`src/rtl/core/utf8l_pkg.sv`:
```
// Shared types, constants and code point mapping for the UTF-8 to Latin-1 decoder.
package utf8l_pkg;

    // Lead byte classification masks and patterns
    localparam logic [7:0] LEAD2_MASK = 8'hE0;
    localparam logic [7:0] LEAD2_PAT  = 8'hC0;
    localparam logic [7:0] LEAD3_MASK = 8'hF0;
    localparam logic [7:0] LEAD3_PAT  = 8'hE0;
    localparam logic [7:0] LEAD4_MASK = 8'hF8;
    localparam logic [7:0] LEAD4_PAT  = 8'hF0;
    localparam logic [7:0] CONT_MASK  = 8'hC0;
    localparam logic [7:0] CONT_PAT   = 8'h80;

    localparam logic [7:0] REPL_CODE  = 8'h3F;
    localparam logic [7:0] SPACE_CODE = 8'h20;
    localparam logic [7:0] APOS_CODE  = 8'h27;
    localparam logic [7:0] QUOTE_CODE = 8'h22;
    localparam logic [7:0] DASH_CODE  = 8'h2D;
    localparam logic [7:0] ELLIP_CODE = 8'h85;

    localparam int CP_W = 21;

    // Pending continuation count
    localparam logic [1:0] PEND_NONE = 2'd0;

    // Result queue
    localparam int QUEUE_DEPTH = 3;
    localparam int QCNT_W      = $clog2(QUEUE_DEPTH + 1);

    // Number of results produced for one input word
    localparam logic [1:0] NUM_NONE = 2'd0;
    localparam logic [1:0] NUM_ONE  = 2'd1;
    localparam logic [1:0] NUM_TWO  = 2'd2;

    typedef struct packed {
        logic [7:0] char_code;
        logic       is_end;
        logic       last_of_run;
    } t_result;

    // Results handed from the decoder to the result queue
    typedef struct packed {
        logic [1:0] num;
        t_result    first;
        t_result    second;
    } t_push;

    // Map a complete code point to a display code
    function automatic logic [7:0] map_codepoint(input logic [CP_W-1:0] cp);
        logic [7:0] code;
        code = REPL_CODE;
        if (cp >= 21'h0000A0 && cp <= 21'h0000FF) begin
            code = (cp == 21'h0000AD) ? SPACE_CODE : cp[7:0];
        end else if (cp >= 21'h002018 && cp <= 21'h00201B) begin
            code = APOS_CODE;
        end else if (cp >= 21'h00201C && cp <= 21'h00201F) begin
            code = QUOTE_CODE;
        end else if (cp == 21'h002013 || cp == 21'h002014) begin
            code = DASH_CODE;
        end else if (cp == 21'h002026) begin
            code = ELLIP_CODE;
        end else if (cp == 21'h002002 || cp == 21'h002003 || cp == 21'h002009) begin
            code = SPACE_CODE;
        end
        return code;
    endfunction

endpackage

```
`src/rtl/core/utf8l_if.sv`:
```
// Handshake interfaces for the byte input channel and the display code output channel.
interface utf8l_in_if;
    logic       valid;
    logic       ready;
    logic [7:0] data_byte;
    logic       end_of_data;

    modport source(output valid, output data_byte, output end_of_data, input ready);
    modport sink(input valid, input data_byte, input end_of_data, output ready);
endinterface

interface utf8l_out_if;
    logic       valid;
    logic       ready;
    logic [7:0] char_code;
    logic       is_end;
    logic       last_of_run;

    modport source(output valid, output char_code, output is_end, output last_of_run,
                   input ready);
    modport sink(input valid, input char_code, input is_end, input last_of_run,
                 output ready);
endinterface

```
`src/rtl/core/utf8l_dec.sv`:
```
// Input register, sequence state and single-pass UTF-8 decode for one byte.
module utf8l_dec (
    input  logic                i_clk,
    input  logic                i_rst_n,
    input  logic                i_valid,
    output logic                o_ready,
    input  logic [7:0]          i_data_byte,
    input  logic                i_end_of_data,
    input  logic                i_room,
    output utf8l_pkg::t_push    o_push
);

    logic                       r_in_valid;
    logic [7:0]                 r_in_byte;
    logic                       r_in_end;
    logic [1:0]                 r_pending;
    logic [1:0]                 n_pending;
    logic [utf8l_pkg::CP_W-1:0] r_acc;
    logic [utf8l_pkg::CP_W-1:0] n_acc;
    logic [utf8l_pkg::CP_W-1:0] shifted;
    logic [1:0]                 dec_pending;
    logic                       consume;
    logic                       accept;
    utf8l_pkg::t_push           push;

    // Input word moves on to decode when the queue has room for two results
    assign consume = r_in_valid && i_room;
    assign o_ready = !r_in_valid || consume;
    assign accept  = i_valid && o_ready;

    always_ff @(posedge i_clk) begin
        if (!i_rst_n) begin
            r_in_valid <= 1'b0;
        end else begin
            r_in_valid <= accept || (r_in_valid && !consume);
        end
    end

    always_ff @(posedge i_clk) begin
        if (accept) begin
            r_in_byte <= i_data_byte;
            r_in_end  <= i_end_of_data;
        end
    end

    // Decode one word against the pending sequence
    assign shifted     = {r_acc[utf8l_pkg::CP_W-7:0], r_in_byte[5:0]};
    assign dec_pending = r_pending - 2'd1;

    always_comb begin
        n_pending   = r_pending;
        n_acc       = r_acc;
        push.num    = utf8l_pkg::NUM_NONE;
        push.first  = '{char_code: utf8l_pkg::REPL_CODE, is_end: 1'b0, last_of_run: 1'b1};
        push.second = '{char_code: 8'h00, is_end: 1'b1, last_of_run: 1'b1};
        priority if (r_in_end) begin
            n_pending = utf8l_pkg::PEND_NONE;
            n_acc     = '0;
            if (r_pending != utf8l_pkg::PEND_NONE) begin
                // broken sequence: '?' then the end marker
                push.num               = utf8l_pkg::NUM_TWO;
                push.first.last_of_run = 1'b0;
            end else begin
                push.num   = utf8l_pkg::NUM_ONE;
                push.first = '{char_code: 8'h00, is_end: 1'b1, last_of_run: 1'b1};
            end
        end else if (r_pending == utf8l_pkg::PEND_NONE) begin
            priority if (!r_in_byte[7]) begin
                push.num             = utf8l_pkg::NUM_ONE;
                push.first.char_code = r_in_byte;
            end else if ((r_in_byte & utf8l_pkg::LEAD2_MASK) == utf8l_pkg::LEAD2_PAT) begin
                n_pending = 2'd1;
                n_acc     = {16'd0, r_in_byte[4:0]};
            end else if ((r_in_byte & utf8l_pkg::LEAD3_MASK) == utf8l_pkg::LEAD3_PAT) begin
                n_pending = 2'd2;
                n_acc     = {17'd0, r_in_byte[3:0]};
            end else if ((r_in_byte & utf8l_pkg::LEAD4_MASK) == utf8l_pkg::LEAD4_PAT) begin
                n_pending = 2'd3;
                n_acc     = {18'd0, r_in_byte[2:0]};
            end else begin
                push.num = utf8l_pkg::NUM_ONE;
            end
        end else if ((r_in_byte & utf8l_pkg::CONT_MASK) != utf8l_pkg::CONT_PAT) begin
            // bad continuation: drop the sequence, the byte is consumed
            n_pending = utf8l_pkg::PEND_NONE;
            n_acc     = '0;
            push.num  = utf8l_pkg::NUM_ONE;
        end else begin
            n_pending = dec_pending;
            if (dec_pending != utf8l_pkg::PEND_NONE) begin
                n_acc = shifted;
            end else begin
                n_acc                = '0;
                push.num             = utf8l_pkg::NUM_ONE;
                push.first.char_code = utf8l_pkg::map_codepoint(shifted);
            end
        end
        if (!consume) begin
            push.num = utf8l_pkg::NUM_NONE;
        end
    end

    // Sequence state
    always_ff @(posedge i_clk) begin
        if (!i_rst_n) begin
            r_pending <= utf8l_pkg::PEND_NONE;
            r_acc     <= '0;
        end else if (consume) begin
            r_pending <= n_pending;
            r_acc     <= n_acc;
        end
    end

    assign o_push = push;

endmodule

```
`src/rtl/core/utf8l_rq.sv`:
```
// Three-entry result queue: takes up to two results per cycle, presents the head.
module utf8l_rq (
    input  logic                i_clk,
    input  logic                i_rst_n,
    input  utf8l_pkg::t_push    i_push,
    output logic                o_room,
    output logic                o_valid,
    input  logic                i_ready,
    output utf8l_pkg::t_result  o_head
);

    utf8l_pkg::t_result              r_q [utf8l_pkg::QUEUE_DEPTH];
    utf8l_pkg::t_result              n_q [utf8l_pkg::QUEUE_DEPTH];
    logic [utf8l_pkg::QCNT_W-1:0]    r_count;
    logic [utf8l_pkg::QCNT_W-1:0]    n_count;
    logic [utf8l_pkg::QCNT_W-1:0]    cnt_after;
    logic                            pop;

    assign o_valid = (r_count != '0);
    assign o_head  = r_q[0];
    assign pop     = o_valid && i_ready;
    // room for a two-result word
    assign o_room  = (r_count <= utf8l_pkg::QCNT_W'(utf8l_pkg::QUEUE_DEPTH - 2));

    assign cnt_after = r_count - utf8l_pkg::QCNT_W'(pop);
    assign n_count   = cnt_after + utf8l_pkg::QCNT_W'(i_push.num);

    // Shift down on pop, then write new results behind the survivors
    always_comb begin
        for (int i = 0; i < utf8l_pkg::QUEUE_DEPTH; i++) begin
            if (pop && (i < utf8l_pkg::QUEUE_DEPTH - 1)) begin
                n_q[i] = r_q[i + 1];
            end else begin
                n_q[i] = r_q[i];
            end
            if (i_push.num != utf8l_pkg::NUM_NONE &&
                utf8l_pkg::QCNT_W'(i) == cnt_after) begin
                n_q[i] = i_push.first;
            end
            if (i_push.num == utf8l_pkg::NUM_TWO &&
                utf8l_pkg::QCNT_W'(i) == cnt_after + utf8l_pkg::QCNT_W'(1)) begin
                n_q[i] = i_push.second;
            end
        end
    end

    always_ff @(posedge i_clk) begin
        for (int i = 0; i < utf8l_pkg::QUEUE_DEPTH; i++) begin
            r_q[i] <= n_q[i];
        end
    end

    always_ff @(posedge i_clk) begin
        if (!i_rst_n) begin
            r_count <= '0;
        end else begin
            r_count <= n_count;
        end
    end

endmodule

```
`src/rtl/core/utf8_to_latin1_decoder_top.sv`:
```
// UTF-8 to Latin-1 decoder top level: one byte word in, display code words out.
// Takes one byte word per cycle. A byte is registered in the input register, then
// decoded against the pending sequence state once the queue has room, and its
// results land in a three-entry result queue whose head drives the output. With
// the queue empty, a result passes the input register and then the queue register
// on its way to the output. ASCII bytes, completed sequences and invalid bytes give
// one result, lead and middle bytes give none, an end word outside a sequence gives
// the end marker, and an end word inside a sequence gives two ('?' then the end
// marker). The input keeps accepting every cycle as long as the queue holds at most
// one waiting result; the queue size sets how much output stall is absorbed.
module utf8_to_latin1_decoder_top (
    input  logic               i_clk,
    input  logic               i_rst_n,
    utf8l_in_if.sink           i_in,
    utf8l_out_if.source        o_out
);

    utf8l_pkg::t_push   push;
    utf8l_pkg::t_result head;
    logic               room;

    // Byte decode with sequence state
    utf8l_dec u_dec (
        .i_clk         (i_clk),
        .i_rst_n       (i_rst_n),
        .i_valid       (i_in.valid),
        .o_ready       (i_in.ready),
        .i_data_byte   (i_in.data_byte),
        .i_end_of_data (i_in.end_of_data),
        .i_room        (room),
        .o_push        (push)
    );

    // Result queue toward the output
    utf8l_rq u_rq (
        .i_clk   (i_clk),
        .i_rst_n (i_rst_n),
        .i_push  (push),
        .o_room  (room),
        .o_valid (o_out.valid),
        .i_ready (o_out.ready),
        .o_head  (head)
    );

    assign o_out.char_code   = head.char_code;
    assign o_out.is_end      = head.is_end;
    assign o_out.last_of_run = head.last_of_run;

endmodule

```
`src/flat_wrapper.sv`:
```
// flat-port wrapper written by rule: the top's interface ports become plain ports
module utf8_to_latin1_decoder_top_flat 
  (i_clk, i_rst_n, i_in_valid, i_in_data_byte, i_in_end_of_data, i_in_ready, o_out_valid, o_out_char_code, o_out_is_end, o_out_last_of_run, o_out_ready);
  utf8l_in_if i_in_i ();
  utf8l_out_if o_out_i ();
  input  logic i_clk;
  input  logic i_rst_n;
  input wire logic [$bits(i_in_i.valid)-1:0] i_in_valid;
  input wire logic [$bits(i_in_i.data_byte)-1:0] i_in_data_byte;
  input wire logic [$bits(i_in_i.end_of_data)-1:0] i_in_end_of_data;
  output wire logic [$bits(i_in_i.ready)-1:0] i_in_ready;
  output wire logic [$bits(o_out_i.valid)-1:0] o_out_valid;
  output wire logic [$bits(o_out_i.char_code)-1:0] o_out_char_code;
  output wire logic [$bits(o_out_i.is_end)-1:0] o_out_is_end;
  output wire logic [$bits(o_out_i.last_of_run)-1:0] o_out_last_of_run;
  input wire logic [$bits(o_out_i.ready)-1:0] o_out_ready;
  assign i_in_i.valid = i_in_valid;
  assign i_in_i.data_byte = i_in_data_byte;
  assign i_in_i.end_of_data = i_in_end_of_data;
  assign i_in_ready = i_in_i.ready;
  assign o_out_valid = o_out_i.valid;
  assign o_out_char_code = o_out_i.char_code;
  assign o_out_is_end = o_out_i.is_end;
  assign o_out_last_of_run = o_out_i.last_of_run;
  assign o_out_i.ready = o_out_ready;
  utf8_to_latin1_decoder_top u_core (.i_clk(i_clk), .i_rst_n(i_rst_n), .i_in(i_in_i), .o_out(o_out_i));
endmodule
```
`config.mk`:
```
export PLATFORM = sky130hd
export DESIGN_NAME = utf8_to_latin1_decoder_top_flat
export DESIGN_NICKNAME = d
export VERILOG_FILES = /design/src/rtl/core/utf8l_pkg.sv /design/src/rtl/core/utf8l_if.sv /design/src/rtl/core/utf8l_dec.sv /design/src/rtl/core/utf8l_rq.sv /design/src/rtl/core/utf8_to_latin1_decoder_top.sv /design/src/flat_wrapper.sv
export SDC_FILE = /design/constraint.sdc
export NUM_CORES = 1
export LEC_CHECK = 0
export BUFFER_PORTS_ARGS = -buffer_cell sky130_fd_sc_hd__buf_4
export CORE_AREA = 2 2 77 79
export CTS_CLUSTER_SIZE = 14
export DETAILED_ROUTE_END_ITERATION = 10
export DIE_AREA = 0 0 79 81
export PLACE_DENSITY = 0.77
export SYNTH_ARGS = -nofsm -noshare
export SYNTH_HDL_FRONTEND = slang
export SYNTH_SLANG_ARGS = --single-unit
export TNS_END_PERCENT = 10
```
`constraint.sdc`:
```
create_clock -name i_clk -period 2.6 [get_ports i_clk]
set_input_delay 0.13 -clock i_clk [delete_from_list [all_inputs] [get_ports i_clk]]
set_output_delay 0.13 -clock i_clk [all_outputs]
set_load 0.02 [all_outputs]
```
Yosys cells after proc, flatten, opt, wreduce, memory -nomap -nowiden
Memories as Yosys holds them, arrays and structs flattened.
Index checks and enable logic that the tools add are counted.
Storage, ports and cells
  flip-flop bits (word level): 29
  RAM bits: 30
  memories kept: 1
  bits of input ports: 13
  word-level logic and storage cells: 109
  output and inout port bits: 12
Memory list
  u_core.u_rq.r_q: words 3, width 10, rd ports 3, clocked after Yosys merged registers in 0, write ports 3, RTL line utf8l_rq.sv:12  | utf8l_pkg::t_result r_q [utf8l_pkg::QUEUE_DEPTH];
Cells by class
  reductions and logical operators: 28
  eq/ne operators: 18
  add/subtract/negate cells: 4
  multiplexer cells: 45
  magnitude comparators: 7
Operator list (number)
  $eq A21 B14 Y1 const B: 6
  $mux W15: 8
  $mux W10: 10
  $mux W8: 7
  $ge A21 B14 Y1 const B: 2
  $le A21 B14 Y1 const B: 2
  $mux W2: 11
  $eq A21 B8 Y1 const B: 1
  $ge A21 B8 Y1 const B: 1
  $le A21 B8 Y1 const B: 1
  $mux W7: 2
  $logic_and A1 B1 Y1: 13
  $mux W9: 1
  $reduce_bool A2 Y1: 4
  $logic_not A2 Y1: 3
  $eq A5 B5 Y1 const B: 1
  $logic_or A1 B1 Y1: 5
  $mux W1: 5
  $mux W5: 1
  $ne A5 B2 Y1 const B: 1
  $eq A1 B2 Y1 const A: 2
  $eq A2 B2 Y1 const A: 2
  $eq A4 B4 Y1 const B: 1
  $eq A3 B3 Y1 const B: 1
  10 further kinds: 11

Longest topological paths before layout
Gate-level depths: netlist (run 1).
  depth in word-level cells: 18
  depth in mapped cells: 11
  mapped depth without buffers: 10

Cells and area by module
From an unflattened synthesis (run 1), not the netlist that was laid out.
Unflattened totals
  cells, all modules: 386
  area total of the unflattened synthesis: 3697.3 µm²
Modules (own cells, without submodules)
  utf8l_rq: instances 1, cells each 173, area an instance 1874.3 µm²
  utf8l_dec: instances 1, cells each 213, area an instance 1823.0 µm²

Worst setup path before layout (run 1)
OpenSTA, ideal clock, no wires.
  path type: register -> register
  start point: register u_core.u_rq.r_count[1] (netlist name)
  end point: memory u_core.u_rq.r_q[0][15] (netlist name)
  stages on the path, launching flop included: 11
  arrival: 2250 ps
  path buffers: 2
  setup time: 126 ps
  slack: 224 ps
  clock period less this slack: 2376 ps
  cells stage by stage: dfxtp_1 or2_2 nand2_1 inv_1 clkbuf_1 ha_1 inv_1 nor4_1 clkbuf_1 a31o_2 a21oi_1
RTL lines
  start, declared: RTL line utf8l_rq.sv:14  | logic [utf8l_pkg::QCNT_W-1:0] r_count;
  start signal, assigned: RTL line utf8l_rq.sv:57  | r_count <= n_count;
  end, declared: RTL line utf8l_rq.sv:12

==> results of run 1 <==
[synthesized netlist by cell type, types with 3 or more instances]
master	instances
nor3_1	9
o22ai_1	3
a31oi_1	10
clkbuf_1	17
nand2b_1	5
o21a_1	8
a21oi_1	25
a21boi_0	14
a31o_2	4
edfxtp_1	9
and2_1	4
o211ai_1	5
dfxtp_1	50
o21ai_1	17
inv_1	11
nor2_1	32
nor2b_1	10
buf_4	10
nand2_1	71
and3_1	8
o21ai_0	9
buf_2	8
ha_1	4
nand3_1	30
[path summary, 6_finish.rpt]
path	from	end	slack [ns]	cells after the start
max	u_core.u_dec.r_pending[0]	u_core.u_rq.r_q[0][21]	0.41	8
max reg2reg	u_core.u_dec.r_pending[0]	u_core.u_rq.r_q[0][21]	0.41	8
min reg2reg	u_core.u_rq.r_q[0][26]	u_core.u_rq.r_q[0][26]	0.46	2
min	i_in_valid	u_core.u_dec.r_in_valid	0.03	3
[sequential cells by signal (all words and copies together) (netlist names)]
name	count
u_core.u_rq.r_count	2
u_core.u_dec.r_acc	15
u_core.u_rq.r_q	30
u_core.u_dec.r_in_valid	1
u_core.u_dec.r_in_end	1
u_core.u_dec.r_in_byte	8
u_core.u_dec.r_pending	2
[cell families after synthesis]
| logic type | after synthesis | share of synthesized area |
|---|---|---|
| simple gates | 187 | 0.2881 |
| fa+ha+maj | 4 | 0.01574 |
| flops | 59 | 0.3998 |
| xor+xnor | 2 | 0.005511 |
| buf+inv | 46 | 0.06926 |
| compound gates | 109 | 0.2216 |
[tightest hold or removal path: cells and delay by family]
kind                   cells  cell delay [ns]
buffers and inverters      1             0.08
AOI/OAI and AO/OA          1             0.03
and+or+nand+nor            1             0.09
[routing by layer]
metal	vias to the layer above	track usage	routed length (µm)
met5	-	0	0
met4	0	0.1190	198
met3	17	0.04222	311
met2	98	0.4186	3631
met1	1344	0.3028	3299
li1	1452	-	-
[where the power goes]
group | switching (mW) | internal [mW] | total [mW]
registers | 0.142 | 1.18 | 1.32
logic | 0.592 | 0.481 | 1.07
clock network | 0.345 | 0.450 | 0.795
[area by class of cell]
type	instances	area [µm²]
Multi-Input combinational cell	302	1688
Fill cell	513	2044
Clock inverter	1	5.005
Timing Repair Buffer	43	345.3
Tap cell	75	93.84
Sequential cell	59	1271
Clock buffer	15	186.4
Inverter	11	41.29
[layout by cell type, fill, tap and decap left out, drive strengths merged, types with 3 or more instances in the layout]
cell and n:
nor3 10, a31o 4, buf 34, nand2b 5, o211ai 5, o21ai 27
a21boi 16, a31oi 10, and2 4, and3 8, o22ai 3, dfxtp 50
inv 11, nor2 32, ha 4, nand2 72, clkbuf 15, o21a 8
dlygate4sd3 9, nand3 32, nor2b 10, a21oi 25, edfxtp 9
[metrics by stage]
stage	power, mW	utilization	setup WS, ns	hold WS, ns
2_1_floorplan	2.163	-	0.2242	0.2289
3_3_place_gp	2.357	0.5902	0.5349	0.3079
3_5_place_dp	2.393	0.5902	0.4348	0.3095
4_1_cts	3.198	0.6398	0.4106	0.02493
5_1_grt	3.379	0.6398	0.2095	0.05253
6_report	3.185	0.6398	0.4062	0.02858
==> results.yml, run 1 <==
clock_tree:
  cts.sink_count: 59
  cts_buffers: 9
  root_buffer: "clkbuf_8"
  holdBufCountCts: 9
  clk_pin_slew_worst_paths_ns: 0.06
  cts_setup_buffers: 0
  cts_resized: 0
  cts_max_level: 3
  clock_latency_ns: 0.34
  clockBufferDepth: 2
  cts_tree: "built"
routing:
  first_pass_iters: 5
  drc: 0
  routed_via_density: 5.753
  avgRoutedWirePerCell_um: 14.71
  drt_wl_total_um: 7441
  ant_nets: 0
  num_vias: 2911
  drtIter0Drc: 141
yosys:
  synth.ff_latch_count: 59
  synthCells: 407
  syn-num-nets: 424
  synthArstFlopShare: 0
  yosysUniqueCellTypes: 54
  synth-edff-count: 9
  yosys-top-cells-area: "dfxtp_1 (31%), edfxtp_1 (8.5%), nand2_1 (8.4%)"
  syn_avg_cell_area_um2: 7.812
  syn_area_mm2: 0.003179
  synth_ff_type: "dfxtp_1"
  yosysSeqAreaShare: 0.3998
  synth_warnings: 0
  synth_top_area_frac: 0.3148
  yosysTopAreaCell: "dfxtp_1"
global_route:
  grt_pass1_vias: 2726
  grt_overflow_total: 0
  grt_pass1_wl_um: 12320
  antenna_found_initial: 0
  grt_usage: 0.2456
  grt_max_degree: 22
worst_setup_path:
  worstSetupStartpointType: "register"
  cp_top_family: "simple AND/OR/NAND/NOR gates"
  worst_ep_arrival_time_ns: 2.40
  critPathKind: "reg2reg"
  cp.required_ns: 2.80
  worst_setup_path_end_kind: "register"
  cp_slowest_cell: "nand4_1"
  crit_buf_inv: 2
  worstPathMaxFanout: 21
  cpPeakStageDelay_ns: 0.45
  crit_chain: "inv_1 -> ha_1 -> buf_4 -> nand2b_1 -> o21ba_2 -> nand4_1 -> nand2_1 -> nand3_1"
min_path:
  hold_class: "in2reg"
sta:
  grt_setup_unrepaired: "false"
  relSlewSlack: 0.6492
  max_freq_ghz: 0.4558
  setup_viol: 0
  hold_viol: 0
  fin_worst_skew_ns: 0.007266
  tns_ns: 0
  worstMarginPinSlew_ns: 0.5247
  maxSlewViolCount: 0
  period_share: 0.8438
  period_needed_ns: 2.194
floorplanning:
  die_y_um: 81
  initial_core_util: 0.5602
  die_w_um: 79
  num_rows: 28
  die_area_mm2: 0.006399
  ios: 25
  core-area_mm2: 0.005675
placement:
  dp_hpwl_um: 5072
  routabilityCongestion: 0.8945
  place_area_mm2: 0.003349
  dp.cells: 481
  io_buffers: 24
finish:
  instances_no_fill: 506
  layout-drive-gt1-share: 0.1508
  n_antenna_cell: 0
  nNetsFinal: 443
  area_growth_pct: 14.21
  post-route-cell-area_mm2: 0.003631
run:
  maxCapViolCount: 0
pwr:
  power.density_mw_per_mm2: 877.3
  peakVddDrop_v: 0.0004847
  p_leak_nw: 1.437
run_status:
  outcome: "complete, no violations"
No activity file was read; power rests on OpenSTA's default activity.
==> inputs of run 2 (changes only) <==
CORE_AREA = 2 2 80 82   (was 2 2 77 79)
DIE_AREA = 0 0 82 84   (was 0 0 79 81)
PLACE_DENSITY = 0.75   (was 0.77)
clock period = 1.98 ns   (was 2.6 ns; I/O delays follow)
==> run 2 against run 1 <==
- power grew 37%
- global-route usage shrank 0.48 points
- sequential power grew 30%
- critical endpoint is now u_core.u_rq.r_q[0][17]
- highest routed layer unchanged
==> results.yml, run 2 (synthesis results as in run 1) <==
clock_tree:
  clockBufferDepth: 2
  cts.sink_count: 59
  cts_tree: "built"
  root_buffer: "clkbuf_8"
  clock_latency_ns: 0.35
  cts_buffers: 9
  clk_pin_slew_worst_paths_ns: 0.07
  cts_max_level: 3
worst_setup_path:
  worst_setup_path_end_kind: "register"
  crit_chain: "nor2b_4 -> nand3_2 -> or3_4 -> a21boi_1 -> o21ai_1 -> buf_4 -> o21ai_1"
  worstReg2RegEnd: "u_core.u_rq.r_q[0][17]"
  cp_slowest_cell: "edfxtp_1"
  timing.rr.start: "u_core.u_dec.r_in_byte[5]"
  worstPathMaxFanout: 7
  critPathKind: "reg2reg"
  cpPeakStageDelay_ns: 0.53
  cp_common_cell: "o21ai_1"
  cp.required_ns: 2.22
  cp-startpoint: "u_core.u_dec.r_in_byte[5]"
  worstSetupStartpointType: "register"
  reg2reg_depth: 7
  worst_ep_arrival_time_ns: 2.20
  crit_buf_inv: 1
  cp_top_family: "simple AND/OR/NAND/NOR gates"
  rrSetupSlack_ns: 0.02
  cp.depth: 7
global_route:
  grt_overflow_total: 0
  grt_pass1_wl_um: 12910
  grt_usage: 0.2408
  grt_max_degree: 22
  antenna_found_initial: 0
  grt_pass1_vias: 2768
routing:
  drtIter0Drc: 257
  routed_via_density: 5.846
  first_pass_iters: 5
  avgRoutedWirePerCell_um: 15.37
  num_vias: 3157
  drt_wl_total_um: 8299
  drc: 0
  ant_nets: 0
pwr:
  p_leak_nw: 1.612
  comb_power_share: 0.373
  switching_share: 0.3470
  p_sw_mw: 1.516
  share_seq_of_total_power: 0.393
  power.internal_mw: 2.852
  peakVddDrop_v: 0.0006791
  power_frac_clock: 0.233
  power.density_mw_per_mm2: 1095
sta:
  worstMarginPinSlew_ns: 0.5003
  max_freq_ghz: 0.5102
  hold_viol: 0
  relSlewSlack: 0.6658
  fin_worst_skew_ns: 0.008256
  whs_ns: 0.1015
  maxSlewViolCount: 0
  period_share: 0.9898
  tns_ns: 0
  grt_setup_unrepaired: "true"
  setup_viol: 0
  period_needed_ns: 1.960
min_path:
  hold_end: "u_core.u_dec.r_pending[0]"
  worstHoldStart: "i_rst_n"
  hold-path-cell-count: 2
  hold_class: "in2reg"
finish:
  final_core_util: 0.6546
  layout-drive-gt1-share: 0.2462
  final_common_cell: "nand2_1"
  instances_no_fill: 540
  post-route-cell-area_mm2: 0.003990
  layout_common_cells: "nand2_1 (70), buf_4 (65), dfxtp_1 (50), nor2_1 (30), nand3_1 (28)"
  nNetsFinal: 477
  largest_reg_flops: 30
  top_regs: "u_core.u_rq.r_q: 30 flops, u_core.u_dec.r_acc: 15 flops, u_core.u_dec.r_in_byte: 8 flops"
  n_antenna_cell: 0
  area_growth_pct: 25.50
  largest_register: "u_core.u_rq.r_q"
placement:
  dp.cells: 506
  routabilityCongestion: 0.9069
  io_buffers: 24
  place_area_mm2: 0.003546
  dp_hpwl_um: 5440
floorplanning:
  ios: 25
  die_w_um: 82
  initial_core_util: 0.5216
  die_y_um: 84
  num_rows: 29
  die_area_mm2: 0.006888
  core-area_mm2: 0.006096
run_status:
  outcome: "complete, no violations"
run:
  maxCapViolCount: 0
[run 2: per-layer routing]
| layer | wire (µm) | global-route usage |
|---|---|---|
| met5 | 0 | 0 |
| met4 | 143 | 0.1121 |
| met3 | 437 | 0.04870 |
| met2 | 4049 | 0.3769 |
| met1 | 3668 | 0.3140 |
[run 2: worst max-delay path by stage]
stage,endpoint,slack (ns)
final,u_core.u_rq.r_q[0][17],0.02
after global routing,u_core.u_dec.r_acc[6],-0.05
after CTS,u_core.u_rq.r_q[0][4],-0.01
after detailed placement,u_core.u_rq.r_q[0][17],-0.05
after global placement,u_core.u_rq.r_q[0][17],-0.04
after floorplan,u_core.u_rq.r_q[0][2],0.004
[run 2: cell type report]
cell class                 count  area, µm²
inverter                      11      41.29
fill                         498       2106
clock inverter                 2      10.01
multi-input combinational    302       1794
sequential                    59       1271
tap                           77      96.34
timing repair buffer          77      610.6
clock buffer                  12      166.4
[run 2: through the flow]
stage / total power, mW / setup WS (ns)
floorplan: 2.874 / 0.004020
global placement: 3.198 / -0.03920
detailed placement: 3.254 / -0.04636
CTS: 4.293 / -0.01072
global route: 4.625 / -0.04568
finish: 4.368 / 0.02016
[run 2: timing repair]
| item | CTS | global route |
|---|---|---|
| setup buffers | 0 | 10 |
| setup endpoints to repair | 10 | 43 |
| gates resized for setup | 3 | 20 |
| hold endpoints to repair | 10 | 0 |
| pin swaps | 0 | 3 |
| hold buffers | 10 | 0 |
[run 2: power by group through the flow]
stage / clock [mW] / combinational [mW] / sequential [mW]
detailed placement: 0 / 1.52 / 1.74
global placement: 0 / 1.47 / 1.73
finish: 1.02 / 1.63 / 1.72
floorplan: 0 / 1.16 / 1.71
global route: 1.08 / 1.79 / 1.76
CTS: 1.03 / 1.55 / 1.71
==> inputs of run 3 (changes only) <==
--- a/config.mk
+++ b/config.mk
@@ -11,5 +11,5 @@
 export DETAILED_ROUTE_END_ITERATION = 10
 export DIE_AREA = 0 0 82 84
-export PLACE_DENSITY = 0.75
+export PLACE_DENSITY = 0.84
 export SYNTH_ARGS = -nofsm -noshare
 export SYNTH_HDL_FRONTEND = slang
==> constraint.sdc (replaced) <==
create_clock -name i_clk -period 1.98 [get_ports i_clk]
set_input_delay 0.099 -clock i_clk [delete_from_list [all_inputs] [get_ports i_clk]]
set_output_delay 0.099 -clock i_clk [all_outputs]
set_load 0.05 [all_outputs]
==> run 3 against run 2 <==
- the flow now finishes with violations (setup timing)
- combinational power up 13%
- sequential share of layout area up 0.45 points
- global-route usage up 1.5 points
- critical path type unchanged
- largest cell class unchanged
==> results.yml, run 3 (synthesis results as in run 1) <==
placement:
  routabilityCongestion: 0.9776
  dp_hpwl_um: 5356
  dp.cells: 500
  io_buffers: 24
floorplanning:
  num_rows: 29
  die_area_mm2: 0.006888
  ios: 25
  die_y_um: 84
  core-area_mm2: 0.006096
  die_w_um: 82
  initial_core_util: 0.5216
sta:
  hold_viol: 0
  whs_ns: 0.07715
  relSlewSlack: 0.6584
  period_share: 1.026
  maxSlewViolCount: 0
  max_freq_ghz: 0.4924
  fin_worst_skew_ns: 0.01388
  period_needed_ns: 2.031
  worst_slack_ns: -0.05102
  worstMarginPinSlew_ns: 0.5101
  grt_setup_unrepaired: "true"
  setup_viol: 1
global_route:
  grt_pass1_vias: 2921
  antenna_found_initial: 0
  grt_pass1_wl_um: 13390
  grt_overflow_total: 0
  grt_usage: 0.2554
  grt_max_degree: 22
pwr:
  power.density_mw_per_mm2: 1171
  p_sw_mw: 1.802
  switching_share: 0.3910
  p_leak_nw: 1.579
  peakVddDrop_v: 0.0008043
  share_seq_of_total_power: 0.372
  power_frac_clock: 0.228
  power.internal_mw: 2.807
  comb_power_share: 0.400
finish:
  largest_reg_flops: 30
  largest_register: "u_core.u_rq.r_q"
  n_antenna_cell: 0
  final_common_cell: "nand2_1"
  top_regs: "u_core.u_rq.r_q: 30 flops, u_core.u_dec.r_acc: 15 flops, u_core.u_dec.r_in_byte: 8 flops"
  nNetsFinal: 466
  layout_common_cells: "nand2_1 (69), buf_4 (52), dfxtp_1 (50), nor2_1 (30), nand3_1 (29)"
  layout-drive-gt1-share: 0.2313
  instances_no_fill: 531
  nFillCells: 510
  area_growth_pct: 23.77
routing:
  num_vias: 3099
  ant_nets: 0
  routed_via_density: 5.836
  drt_wl_total_um: 8258
  first_pass_iters: 5
  avgRoutedWirePerCell_um: 15.55
  drtIter0Drc: 234
  drc: 0
clock_tree:
  cts_buffers: 9
  clk_pin_slew_worst_paths_ns: 0.08
  cts_tree: "built"
  cts_max_level: 3
  clockBufferDepth: 2
  root_buffer: "clkbuf_8"
  cts.sink_count: 59
  clock_latency_ns: 0.35
worst_setup_path:
  worst_setup_path_end_kind: "register"
  cpPeakStageDelay_ns: 0.36
  cp.required_ns: 2.27
  worstSetupStartpointType: "register"
  worst_ep_arrival_time_ns: 2.32
  worstPathMaxFanout: 6
  cp_slowest_cell: "dfxtp_1"
  critPathKind: "reg2reg"
  crit_chain: "inv_1 -> ha_2 -> nor4b_4 -> and2b_1 -> o21ba_4 -> nand4_1 -> buf_4 -> nand2_1 -> a21boi_2"
min_path:
  hold_class: "in2reg"
run_status:
  outcome: "finished, violations left"
  violations: "setup timing"
run:
  maxCapViolCount: 0
[run 3: worst paths after layout]
kind	from	to	slack, ns	cells past startpoint
worst max register to register	u_core.u_dec.r_pending[0]	u_core.u_rq.r_q[0][29]	-0.05	9
worst min-delay path	i_rst_n	u_core.u_dec.r_pending[0]	0.08	2
worst max-delay path	u_core.u_dec.r_pending[0]	u_core.u_rq.r_q[0][29]	-0.05	9
worst min register to register	u_core.u_rq.r_q[0][24]	u_core.u_rq.r_q[0][24]	0.47	2
[run 3: critical path, delay by kind of cell (launching register included)]
kind,cells,cell delay (ns)
AO/OA/AOI/OAI,2,0.34
flip-flops,1,0.36
buffers and inverters,2,0.24
AND/OR/NAND/NOR,4,0.78
adder cells (fa/ha/maj),1,0.24
[run 3: stage by stage]
step                      setup slack (ns)  instance area (µm²)  TNS (ns)    util  total power [mW]
after detailed placement           -0.1123                 3506   -0.7662  0.5751             3.481
after floorplan                   0.008416                 3219         0       -             3.150
after global placement            0.008843                 3506         0  0.5751             3.422
after global routing               -0.1337                 3935    -2.208  0.6455             4.897
after CTS                         -0.06666                 3822   -0.2257  0.6271             4.560
final                             -0.05102                 3935  -0.05102  0.6455             4.610
[run 3: power by group through the flow]
stage	logic [mW]	registers [mW]	clock network (mW)
after global placement	1.70	1.72	0
after floorplan	1.39	1.76	0
final	1.84	1.71	1.05
after detailed placement	1.75	1.73	0
after CTS	1.79	1.71	1.06
after global routing	2.02	1.75	1.13
[run 3: layout make-up]
type,count,area [µm²],share of cell area
clock buffer,11,152.6,0.03879
clock inverter,5,36.28,0.009221
inverter,11,41.29,0.01049
multi-input combinational,302,1794,0.4560
sequential,59,1271,0.3231
tap,77,96.34,0.02448
timing repair buffer,66,543.0,0.1380
[run 3: metal layers]
metal | vias to the layer above | wire [µm] | track usage
met5 | - | 0 | 0
met4 | 0 | 348 | 0.1424
met3 | 33 | 609 | 0.07143
met2 | 152 | 4134 | 0.4102
met1 | 1419 | 3166 | 0.3006
li1 | 1495 | - | -
[run 3: timing repair]
item / in CTS / in global routing
endpoints found under the hold margin: 10 / 0
pin swaps: 1 / 5
setup endpoints to repair: 24 / 48
buffers inserted: 0 / 5
resized for setup: 6 / 20
hold buffers: 10 / 0
